[src/sv/quadratic_root_solver_core_assert.svh]
// Assertion macros used by the quadratic root solver queue.
`ifndef QUADRATIC_ROOT_SOLVER_CORE_ASSERT_SVH
`define QUADRATIC_ROOT_SOLVER_CORE_ASSERT_SVH
`ifndef SYNTHESIS
`define QRS_ASSERT_IMPL(label, clk, rst, prop) \
   label: assert property (@(posedge clk) disable iff (rst) prop) \
      else $error("assertion failed");
`define QRS_ASSERT_NEVER(label, clk, rst, cond) \
   label: assert property (@(posedge clk) disable iff (rst) !(cond)) \
      else $error("forbidden condition");
`else
`define QRS_ASSERT_IMPL(label, clk, rst, prop)
`define QRS_ASSERT_NEVER(label, clk, rst, cond)
`endif
`endif

[src/sv/qrs_pkg.sv]
// Shared constants and types for the quadratic root solver.
`timescale 1ns / 1ps
package qrs_pkg;
   localparam int FracBitsDefault = 16;
   localparam int CoefW = 16;
   localparam int RootW = 32;
   localparam int DiscW = 35;
   localparam int MagW = 34;
   localparam int SqrtW = 42;
   localparam int SqrtSteps = 42;
   localparam int NumW = 44;
   localparam int DenW = 17;
   localparam int QuoW = 44;
   localparam int QueueDepth = 4;

   typedef struct packed {
      logic                  lead_zero;
      logic                  is_complex;
      logic signed [DenW-1:0] den;
      logic signed [CoefW-1:0] coef_b;
      logic [MagW-1:0]       mag;
   } front_item_type;
endpackage

[src/sv/qrs_front.sv]
// Front end: accepts coefficients and forms the discriminant and its class.
`timescale 1ns / 1ps
module qrs_front (
   input  logic                                clock,
   input  logic                                reset,
   input  logic                                req_valid,
   output logic                                req_stall,
   input  logic signed [qrs_pkg::CoefW-1:0]    req_coef_a,
   input  logic signed [qrs_pkg::CoefW-1:0]    req_coef_b,
   input  logic signed [qrs_pkg::CoefW-1:0]    req_coef_c,
   output logic                                fe_valid,
   input  logic                                fe_stall,
   output qrs_pkg::front_item_type             fe_item
);
   logic                    s1_valid_ff;
   logic signed [31:0]      bb_ff;
   logic signed [31:0]      ac_ff;
   logic signed [qrs_pkg::CoefW-1:0] a_ff, b_ff;
   logic                    s2_valid_ff;
   qrs_pkg::front_item_type item_ff;
   qrs_pkg::front_item_type item_in;
   logic signed [qrs_pkg::DiscW-1:0] disc;
   logic                    adv1, adv2;

   assign adv2 = !s2_valid_ff || !fe_stall;
   assign adv1 = !s1_valid_ff || adv2;
   assign req_stall = !adv1;

   always_comb begin
      disc = qrs_pkg::DiscW'(bb_ff) - (qrs_pkg::DiscW'(ac_ff) <<< 2);
      item_in.lead_zero = (a_ff == '0);
      item_in.is_complex = disc[qrs_pkg::DiscW-1];
      item_in.den = qrs_pkg::DenW'(a_ff) <<< 1;
      item_in.coef_b = b_ff;
      item_in.mag = disc[qrs_pkg::DiscW-1] ? qrs_pkg::MagW'(-disc) : qrs_pkg::MagW'(disc);
   end

   always_ff @(posedge clock) begin
      if (reset) begin
         s1_valid_ff <= 1'b0;
         s2_valid_ff <= 1'b0;
      end else begin
         if (adv1) s1_valid_ff <= req_valid;
         if (adv2) s2_valid_ff <= s1_valid_ff;
      end
      if (adv1 && req_valid) begin
         bb_ff <= 32'(req_coef_b) * 32'(req_coef_b);
         ac_ff <= 32'(req_coef_a) * 32'(req_coef_c);
         a_ff <= req_coef_a;
         b_ff <= req_coef_b;
      end
      if (adv2 && s1_valid_ff) item_ff <= item_in;
   end

   assign fe_valid = s2_valid_ff;
   assign fe_item = item_ff;
endmodule

[config.mk]
export PLATFORM = sky130hd
export DESIGN_NAME = qrs_front
export DESIGN_NICKNAME = d
export VERILOG_FILES = /design/src/sv/quadratic_root_solver_core_assert.svh /design/src/sv/qrs_pkg.sv /design/src/sv/qrs_front.sv
export SDC_FILE = /design/constraint.sdc
export NUM_CORES = 2
export LEC_CHECK = 0
export BUFFER_PORTS_ARGS = -buffer_cell sky130_fd_sc_hd__buf_2
export CORE_MARGIN = 4
export CORE_UTILIZATION = 30
export DETAILED_ROUTE_END_ITERATION = 12
export PLACE_DENSITY_LB_ADDON = 0.1
export SLEW_MARGIN = 10
export SYNTH_ARGS = -nofsm -noshare
export SYNTH_HDL_FRONTEND = slang
export SYNTH_SLANG_ARGS = --single-unit
export TNS_END_PERCENT = 20
[constraint.sdc]
create_clock -name clock -period 7.2 [get_ports clock]
set_input_delay 0.72 -clock clock [delete_from_list [all_inputs] [get_ports clock]]
set_output_delay 0.72 -clock clock [all_outputs]
set_load 0.01 [all_outputs]
==> flow_summary.ini <==
[outcome]
status = completed

[clocking]
ctsLongestPathBuffers = 2
cts_tree = yes
clock_sinks = 163
clock_latency_ns = 0.50
cts_resized = 0
root_buffer = clkbuf_16
numCtsBuffers = 17
h-tree-depth = 4
path_clk_slew_ns = 0.09
ctsHoldBuffers = 0
post_cts_buffers = 0

[setup_path]
critical-path-max-stage-delay_ns = 0.55
reg2regPathDepth = 16
cp_max_fo = 13
slowest_stage = fa_1
ff2ff_setup_slack_ns = 2.76
crit_path_frequent_cell = fa_1
cp.required_ns = 7.44
crit_start = req_coef_b[6]
reg2reg_to = fe_item[19]
arrival_ns = 6.89
path_class = in2reg
r2r_start = bb_ff[2]
critPathLaunchType = input pin
critPathCaptureType = flip-flop

[sta]
setup_ws_ns = 0.548
finalClockSkew_ns = 0.0206
post-route-min-period_ns = 6.65
fin_setup_tns_ns = 0
slew-limit-headroom_pct = 29.0
drv_slew = 0
fmax_ghz = 0.150
setup_viol = 0
fin_crit_sh_pct = 92.4
rsz0062_at_grt = no
tightestPinTransition_ns = 1.06
hold_viol = 0

[floorplanning]
dieWidth_um = 305
die_h_um = 305
die_area_um2 = 92700
initial_core_util_pct = 30.3
core-area_um2 = 87000
rows = 108
pin_count = 123

[grt]
antenna_found_initial = 1
grt_usage_pct = 14.7
grt_pass1_vias = 20100
grt_max_degree = 72
grt_pass1_wl_um = 108000
grt_overflow = 0

[synthesis]
synthFlopType = edfxtp_1
post-synth-top-count-cell = inv_1
synth_area_um2 = 26400
synthTopCellsByArea = fa_1 (38%), edfxtp_1 (18%), ha_1 (9.8%)
yosysTopAreaCellShare_pct = 37.7
syn-num-nets = 3401
syn_inst = 2646
yosysWarnings = 0
yosysUniqueCellTypes = 73
synth_top_cells_by_count = inv_1 (656), fa_1 (497), nand2_1 (241), ha_1 (206), and2_1 (168)
postSynth.asyncResetShare_pct = 0
synth_top_area_cell = fa_1
synth-seq-area-share_pct = 18.5
synth-edff-count = 161
avgSynthCellArea_um2 = 9.97
synth-seq-cells = 163

[route]
dr.pass1.iters = 6
vias = 18100
drt-vias-per-instance = 4.59
routed_wl_um = 64800
drc = 0
ant_nets = 0
post_drt_wl_per_cell_um = 16.4
drt_iter0_drc = 929

[place]
place.gp.congestion = 0.821
dp_slack_ns = 0.0700
portBuffers = 121
hpwl_um = 54300

[finish]
nets = 3531
final_layout_size_suffix_gt1_share_pct = 8.71
area_delta_synth_final_pct = 10.8
antenna_cells = 0

[min_path]
min_from = reset
holdPathEnd = fe_valid
hold_class = in2reg
holdPathStages = 2

[run]
drv_cap = 0
## worst max-delay path by stage
stage                end  slack (ns)  cells after the start
2_1_floorplan  bb_ff[30]        0.11                     21
4_1_cts        bb_ff[30]        0.59                     23
6_report       bb_ff[30]        0.55                     25
5_1_grt        ac_ff[30]        0.14                     23
3_5_place_dp   bb_ff[30]        0.07                     23
3_3_place_gp   bb_ff[30]        0.08                     21
## cell families after synthesis
| family | Yosys count | share of synthesized area, % |
|---|---|---|
| flops | 163 | 18.5 |
| xor+xnor | 139 | 4.62 |
| compound gates | 279 | 6.99 |
| other cells | 1 | 0.0142 |
| fa+ha+maj | 703 | 47.5 |
| mux | 4 | 0.161 |
| simple gates | 626 | 11.8 |
| buf+inv | 731 | 10.5 |
## registers in the layout, summed over array words and instances, names as in the netlist
register,flops
a_ff,16
ac_ff,32
b_ff,15
bb_ff,31
fe_item,67
fe_valid,1
s1_valid_ff,1
## metal layers
layer	wire, um	track usage (%)	vias to the layer above	part of all wire [%]
met5	0	0	-	0
met1	29800	20.1	9373	46
met3	2090	1.86	38	3.2
li1	-	-	8419	-
met4	753	3.13	0	1.2
met2	32100	24.9	268	50
## cells in the final DEF, fill, tap and decap left out, types with 5 or more instances in the layout
cell type / Yosys / layout
nor2_1: 90 / 90
edfxtp_1: 161 / 161
buf_2: 2 / 121
o21bai_1: 17 / 17
a21o_1: 39 / 39
o31ai_1: 9 / 9
xor2_1: 31 / 31
buf_4: 3 / 64
o211ai_1: 5 / 5
ha_1: 206 / 206
o2111ai_1: 6 / 6
or3_1: 11 / 11
o21a_1: 8 / 8
a21oi_1: 80 / 80
and2_1: 168 / 168
nand2_1: 241 / 241
nor2b_1: 10 / 9
nand2b_1: 13 / 13
a211oi_1: 10 / 10
nand4_1: 7 / 7
a31o_2: 5 / 5
fa_1: 497 / 497
a31oi_1: 17 / 16
nor3_1: 22 / 22
inv_1: 656 / 656
nand3_1: 24 / 24
clkbuf_16: 0 / 17
o21ai_0: 43 / 43
nor4_1: 9 / 9
and3_1: 10 / 10
xnor2_1: 108 / 108
## final cells by class
cell class | count | area [um2]
multi-input cells | 1752 | 18800
fillers | 9091 | 57800
repair buffers | 186 | 1110
well taps | 1155 | 1450
clock inverters | 15 | 163
clock buffers | 17 | 425
inverters | 656 | 2460
flip-flops and latches | 163 | 4870
## worst max-delay path, delay by kind of cell
kind	cells	cell delay [ns]
buf+inv	9	1.37
compound gates	4	1.07
fa+ha+maj	7	2.85
simple gates	4	0.77
xor+xnor	1	0.09
## through the flow
step	std cells	util [%]	instance area (um2)	hold WS [ns]
after floorplan	2646	-	26400	0.400
after global placement	3912	32.9	28700	0.405
after detailed placement	3912	32.9	28700	0.405
after CTS	3944	33.6	29200	0.332
after global routing	3944	33.6	29200	0.368
final	3944	33.6	29200	0.382
Power is left out: the tool's default activity adds up to more than one toggle a clock period on the data nets, which glitch-free logic cannot reach.
