`src/sv/quadratic_root_solver_core_assert.svh`:
```
// Assertion macros used by the quadratic root solver queue.
`ifndef QUADRATIC_ROOT_SOLVER_CORE_ASSERT_SVH
`define QUADRATIC_ROOT_SOLVER_CORE_ASSERT_SVH
`ifndef SYNTHESIS
`define QRS_ASSERT_IMPL(label, clk, rst, prop) \
   label: assert property (@(posedge clk) disable iff (rst) prop) \
      else $error("assertion failed");
`define QRS_ASSERT_NEVER(label, clk, rst, cond) \
   label: assert property (@(posedge clk) disable iff (rst) !(cond)) \
      else $error("forbidden condition");
`else
`define QRS_ASSERT_IMPL(label, clk, rst, prop)
`define QRS_ASSERT_NEVER(label, clk, rst, cond)
`endif
`endif

```
`src/sv/qrs_pkg.sv`:
```
// Shared constants and types for the quadratic root solver.
`timescale 1ns / 1ps
package qrs_pkg;
   localparam int FracBitsDefault = 16;
   localparam int CoefW = 16;
   localparam int RootW = 32;
   localparam int DiscW = 35;
   localparam int MagW = 34;
   localparam int SqrtW = 42;
   localparam int SqrtSteps = 42;
   localparam int NumW = 44;
   localparam int DenW = 17;
   localparam int QuoW = 44;
   localparam int QueueDepth = 4;

   typedef struct packed {
      logic                  lead_zero;
      logic                  is_complex;
      logic signed [DenW-1:0] den;
      logic signed [CoefW-1:0] coef_b;
      logic [MagW-1:0]       mag;
   } front_item_type;
endpackage

```
`src/sv/qrs_queue.sv`:
```
// Short queue between the front end and the solving back end.
`timescale 1ns / 1ps
`include "quadratic_root_solver_core_assert.svh"
module qrs_queue (
   input  logic                    clock,
   input  logic                    reset,
   input  logic                    wr_valid,
   output logic                    wr_stall,
   input  qrs_pkg::front_item_type wr_item,
   output logic                    rd_valid,
   input  logic                    rd_stall,
   output qrs_pkg::front_item_type rd_item
);
   localparam int AW = $clog2(qrs_pkg::QueueDepth);
   qrs_pkg::front_item_type mem_ff [qrs_pkg::QueueDepth];
   logic [AW-1:0] wp_ff, rp_ff;
   logic [AW:0]   cnt_ff;
   logic wr, rd;

   assign wr_stall = (cnt_ff == (AW+1)'(qrs_pkg::QueueDepth));
   assign rd_valid = (cnt_ff != '0);
   assign wr = wr_valid && !wr_stall;
   assign rd = rd_valid && !rd_stall;
   assign rd_item = mem_ff[rp_ff];

   always_ff @(posedge clock) begin
      if (reset) begin
         wp_ff <= '0;
         rp_ff <= '0;
         cnt_ff <= '0;
      end else begin
         if (wr) wp_ff <= wp_ff + 1'b1;
         if (rd) rp_ff <= rp_ff + 1'b1;
         cnt_ff <= cnt_ff + (AW+1)'(wr) - (AW+1)'(rd);
      end
      if (wr) mem_ff[wp_ff] <= wr_item;
   end

   `QRS_ASSERT_NEVER(a_cnt_range, clock, reset, cnt_ff > (AW+1)'(qrs_pkg::QueueDepth))
   `QRS_ASSERT_IMPL(a_cnt_inc, clock, reset, (wr && !rd) |=> cnt_ff == $past(cnt_ff) + 1'b1)
   `QRS_ASSERT_IMPL(a_cnt_dec, clock, reset, (rd && !wr) |=> cnt_ff == $past(cnt_ff) - 1'b1)
endmodule

```
`config.mk`:
```
export PLATFORM = sky130hd
export DESIGN_NAME = qrs_queue
export DESIGN_NICKNAME = d
export VERILOG_FILES = /design/src/sv/qrs_pkg.sv /design/src/sv/qrs_queue.sv
export VERILOG_INCLUDE_DIRS = /design/src /design/src/sv
export SDC_FILE = /design/constraint.sdc
export NUM_CORES = 1
export LEC_CHECK = 0
export BUFFER_PORTS_ARGS = -buffer_cell sky130_fd_sc_hd__buf_2
export CAP_MARGIN = 20
export CORE_MARGIN = 8
export CORE_UTILIZATION = 55
export CTS_BUF_LIST = sky130_fd_sc_hd__clkbuf_4 sky130_fd_sc_hd__clkbuf_8 sky130_fd_sc_hd__clkbuf_16
export DETAILED_ROUTE_END_ITERATION = 10
export HOLD_SLACK_MARGIN = 0.15
export PLACE_DENSITY = 0.81
export SYNTH_ARGS = -nofsm -noshare
export SYNTH_HDL_FRONTEND = slang
export SYNTH_SLANG_ARGS = --single-unit
```
`constraint.sdc`:
```
create_clock -name clock -period 4.3 [get_ports clock]
set_input_delay 0.86 -clock clock [delete_from_list [all_inputs] [get_ports clock]]
set_output_delay 0.86 -clock clock [all_outputs]
set_load 0.005 [all_outputs]
```
==> summary by stage <==
Global routing
Global routing used 15.7% of the available tracks. The number of antenna violations at the first check in global routing is 4. The largest net degree at the start of global routing is 70. After global routing the overflow that remains totals 0. The wire length of the first global-routing pass is just under 30 mm. The number of global-route vias before repair is ~5200.

Finish
The net count of the finished layout is between 600 and 700. Summing all non-filler instances in the final layout gives an area of 12400 um2. The footprint of the multi-input gates is approximately 1800 um2. Leaving out fill and tap cells, the most frequent cell in the layout is sky130_fd_sc_hd__edfxtp_1.

The relative area change from synthesis to final layout is 18.9%. Cells with a size suffix above 1 make up between 40 and 50% of the layout. In the layout the commonest cells are sky130_fd_sc_hd__edfxtp_1, sky130_fd_sc_hd__buf_2, sky130_fd_sc_hd__mux4_2, sky130_fd_sc_hd__clkbuf_16, sky130_fd_sc_hd__clkinv_2. The sequential standard cell area is between 8000 and 9000 um2. After filler insertion, the fill cell instance count of the layout stands at 1180.

CTS
The number of clock buffers inserted by TritonCTS is 28. The maximum number of buffers from clock root to sink is 3. The number of cells upsized or downsized after cts is 0. Clock latency on the worst-skew pair, taken at its later pin, is around 520 ps. The buffers inserted during post-CTS setup optimization is 0.

Clock-pin slew was measured on the worst setup and hold paths at roughly 60 ps. The tree built by TritonCTS fans out to 285 sinks. The tree is rooted in a sky130_fd_sc_hd__clkbuf_16. The TritonCTS clock tree is done. In this run, post-CTS hold repair placed 0 buffers. The deepest level of the CTS H-tree is 1.

Worst setup path
Traced cell by cell, the critical path runs through buf_4, mux4_2, buf_2. The largest incremental delay on the critical path is 610 ps. Among all stages on the critical path, the largest delay is contributed by sky130_fd_sc_hd__mux4_2. The category of the worst setup path launch point is a register. Along the worst path, the maximum fanout reaches 35.

STA classifies the critical path endpoint as an output pin. The required time of the critical path is about 3400 ps. The worst setup path is of the register to output pin kind. Data arrives at the worst endpoint at roughly 2200 ps.

Power and ir drop
Summed over all cells, the static leakage comes to about 0.0042 uW. IR analysis of the VDD net gives a maximum drop of 0.000581 V. The cell area power density is between 500 and 600 nW/um2.

Route
The total detailed-routing wirelength is around 19 mm. For this block, the initial DRC count from the detailed router was between 200 and 300. Dividing the detail-routed wire length by the instance count gives ~23 um. For this run, design rule violations remaining after detail routing come to 0. The via-per-instance ratio is about 5.6.

Across all layers, the routed design uses 4678 vias. The count of TritonRoute iterations in the first routing pass is 6. The post-route antenna net violation count is 0.

Die
The width of the die is around 150 um. The die covers ~24000 um2. The number of rows created at floorplan is 50. The total area inside the core boundary comes to between 15000 and 20000 um2. The starting density of the core is 56.0%. Pin placement for this block handled between 100 and 150 I/O pins. The chip height is approximately 150 um.

Timing
Of the available clock period, the critical path in the final layout requires 71.5%. The total of endpoints with negative setup slack in the final report is 0. The max-slew violation count is 0. The worst-case clock skew is between 10 and 15 ps. In this run the tightest slew margin relative to its limit is around 30%.

For the pin with the worst max-slew slack, the measured transition is 1050 ps. The highest clock rate is between 300 and 400 MHz. The number of failing hold endpoints at the final stage is 0. Setup total negative slack on the finished layout was measured at 0 ps. The worst path needs slightly above 3000 ps of the cycle, external delays included.

Setup repair after global routing left no endpoint under its margin. Final hold analysis gives a worst-case slack of approximately 540 ps.

Synthesis
The cell area after technology mapping is 10400 um2. Synthesis handed over a netlist of around 410 instances. A synthesized cell averages ~25 um2. The post-synth net total is approximately 490. The yosys synthesis warning count is 0. The number of distinct standard cells referenced by the synthesized netlist is 23. The sequential area share after synthesis is 81.1%.

The synthesized design contains 285 register bits.

Job
The tool flagged a number of max-cap violations equal to 0.

Placement
The number of buffers added on ports is 143. The total cell area at the placement stage is about 11000 um2. The wire-length estimate of the detail-placed layout is about 11 mm. At the end of routability-driven placement, the weighted congestion stood at ~0.7.

Run status
The run finished with clean final reports.

Min path
The type of the tightest min-delay check is register to register.
==> sequential cells by signal (all words and copies together), names as in the netlist, named ones only <==
signal,count
rp_ff,2
mem_ff,276
wp_ff,2
cnt_ff,3
==> layout make-up <==
class	instances	share of cell area (%)
sequential	285	68.3
multi-input combinational	104	14.7
timing repair buffer	146	6.11
clock buffer	31	5.97
tap	234	2.36
clock inverter	20	2.28
inverter	7	0.212
antenna	1	0.0202
==> logic make-up after synthesis <==
logic type / count (synthesis) / synth area share [%]
DFF: 285 / 81.1
muxes: 71 / 15.1
buffers and inverters: 24 / 1.46
and+or+nand+nor: 20 / 1.08
adders and majority gates: 7 / 0.911
AOI/OAI and AO/OA: 5 / 0.240
xor gates and xnor gates: 1 / 0.0839
==> worst paths after layout <==
path,cells after the start,to,slack (ps),from
worst max-delay path,3,rd_item[41],1230,register
worst min-delay path,2,register,540,rp_ff[0]
worst max register to register,11,cnt_ff[2],1730,cnt_ff[2]
worst min register to register,2,register,540,rp_ff[0]
==> cell usage after synthesis <==
cell type / count / area, um2
sky130_fd_sc_hd__mux2i_1: 1 / 10.0
sky130_fd_sc_hd__and2_1: 5 / 31.3
sky130_fd_sc_hd__buf_6: 1 / 11.3
sky130_fd_sc_hd__nand2b_1: 2 / 12.5
sky130_fd_sc_hd__ha_1: 6 / 75.1
sky130_fd_sc_hd__dfxtp_1: 9 / 180
sky130_fd_sc_hd__buf_12: 2 / 40.0
sky130_fd_sc_hd__fa_1: 1 / 20.0
sky130_fd_sc_hd__clkbuf_1: 6 / 22.5
sky130_fd_sc_hd__nor2_1: 5 / 18.8
sky130_fd_sc_hd__buf_4: 5 / 37.5
sky130_fd_sc_hd__nor2b_1: 2 / 12.5
sky130_fd_sc_hd__or3_1: 2 / 12.5
sky130_fd_sc_hd__edfxtp_1: 276 / 8290
sky130_fd_sc_hd__inv_1: 7 / 26.3
sky130_fd_sc_hd__xor2_1: 1 / 8.76
sky130_fd_sc_hd__mux4_2: 69 / 1550
sky130_fd_sc_hd__o21ai_0: 2 / 10.0
sky130_fd_sc_hd__nor3b_1: 2 / 15.0
sky130_fd_sc_hd__a21oi_1: 3 / 15.0
sky130_fd_sc_hd__nor3_1: 2 / 10.0
sky130_fd_sc_hd__buf_2: 3 / 15.0
sky130_fd_sc_hd__mux2_2: 1 / 11.3
==> metrics by stage <==
step           setup WS [ps]  power [uW]  cells  utilization, %
6_report                1230        7420    828            66.5
2_1_floorplan           1060        4360    413               -
3_3_place_gp            1590        4820    775            60.9
5_1_grt                 1080        7740    828            66.5
3_5_place_dp            1450        4880    775            60.9
4_1_cts                 1140        7520    826            66.4
==> per-layer routing <==
metal	part of all wire, %	vias up	wire, um	global-route usage [%]
li1	-	2077	-	-
met1	41	2418	7610	20.1
met2	51	141	9520	26.4
met3	6.9	36	1290	4.32
met4	1.5	6	290	3.83
met5	0.17	-	32	0
==> report_power, final <==
part	total (uW)	switching (uW)	leakage, uW	internal, uW
logic	1300	634	0.00110	669
registers	3490	111	0.00260	3380
clock network	2630	971	0.000507	1660
total	7420	1720	0.00421	5710
==> worst max-delay path, delay by kind of cell, from the launching register on <==
family	cells	cell delay, ps
mux	1	610
flops	1	340
buf+inv	2	720
Note: power is estimated with default switching activity, not from simulation.
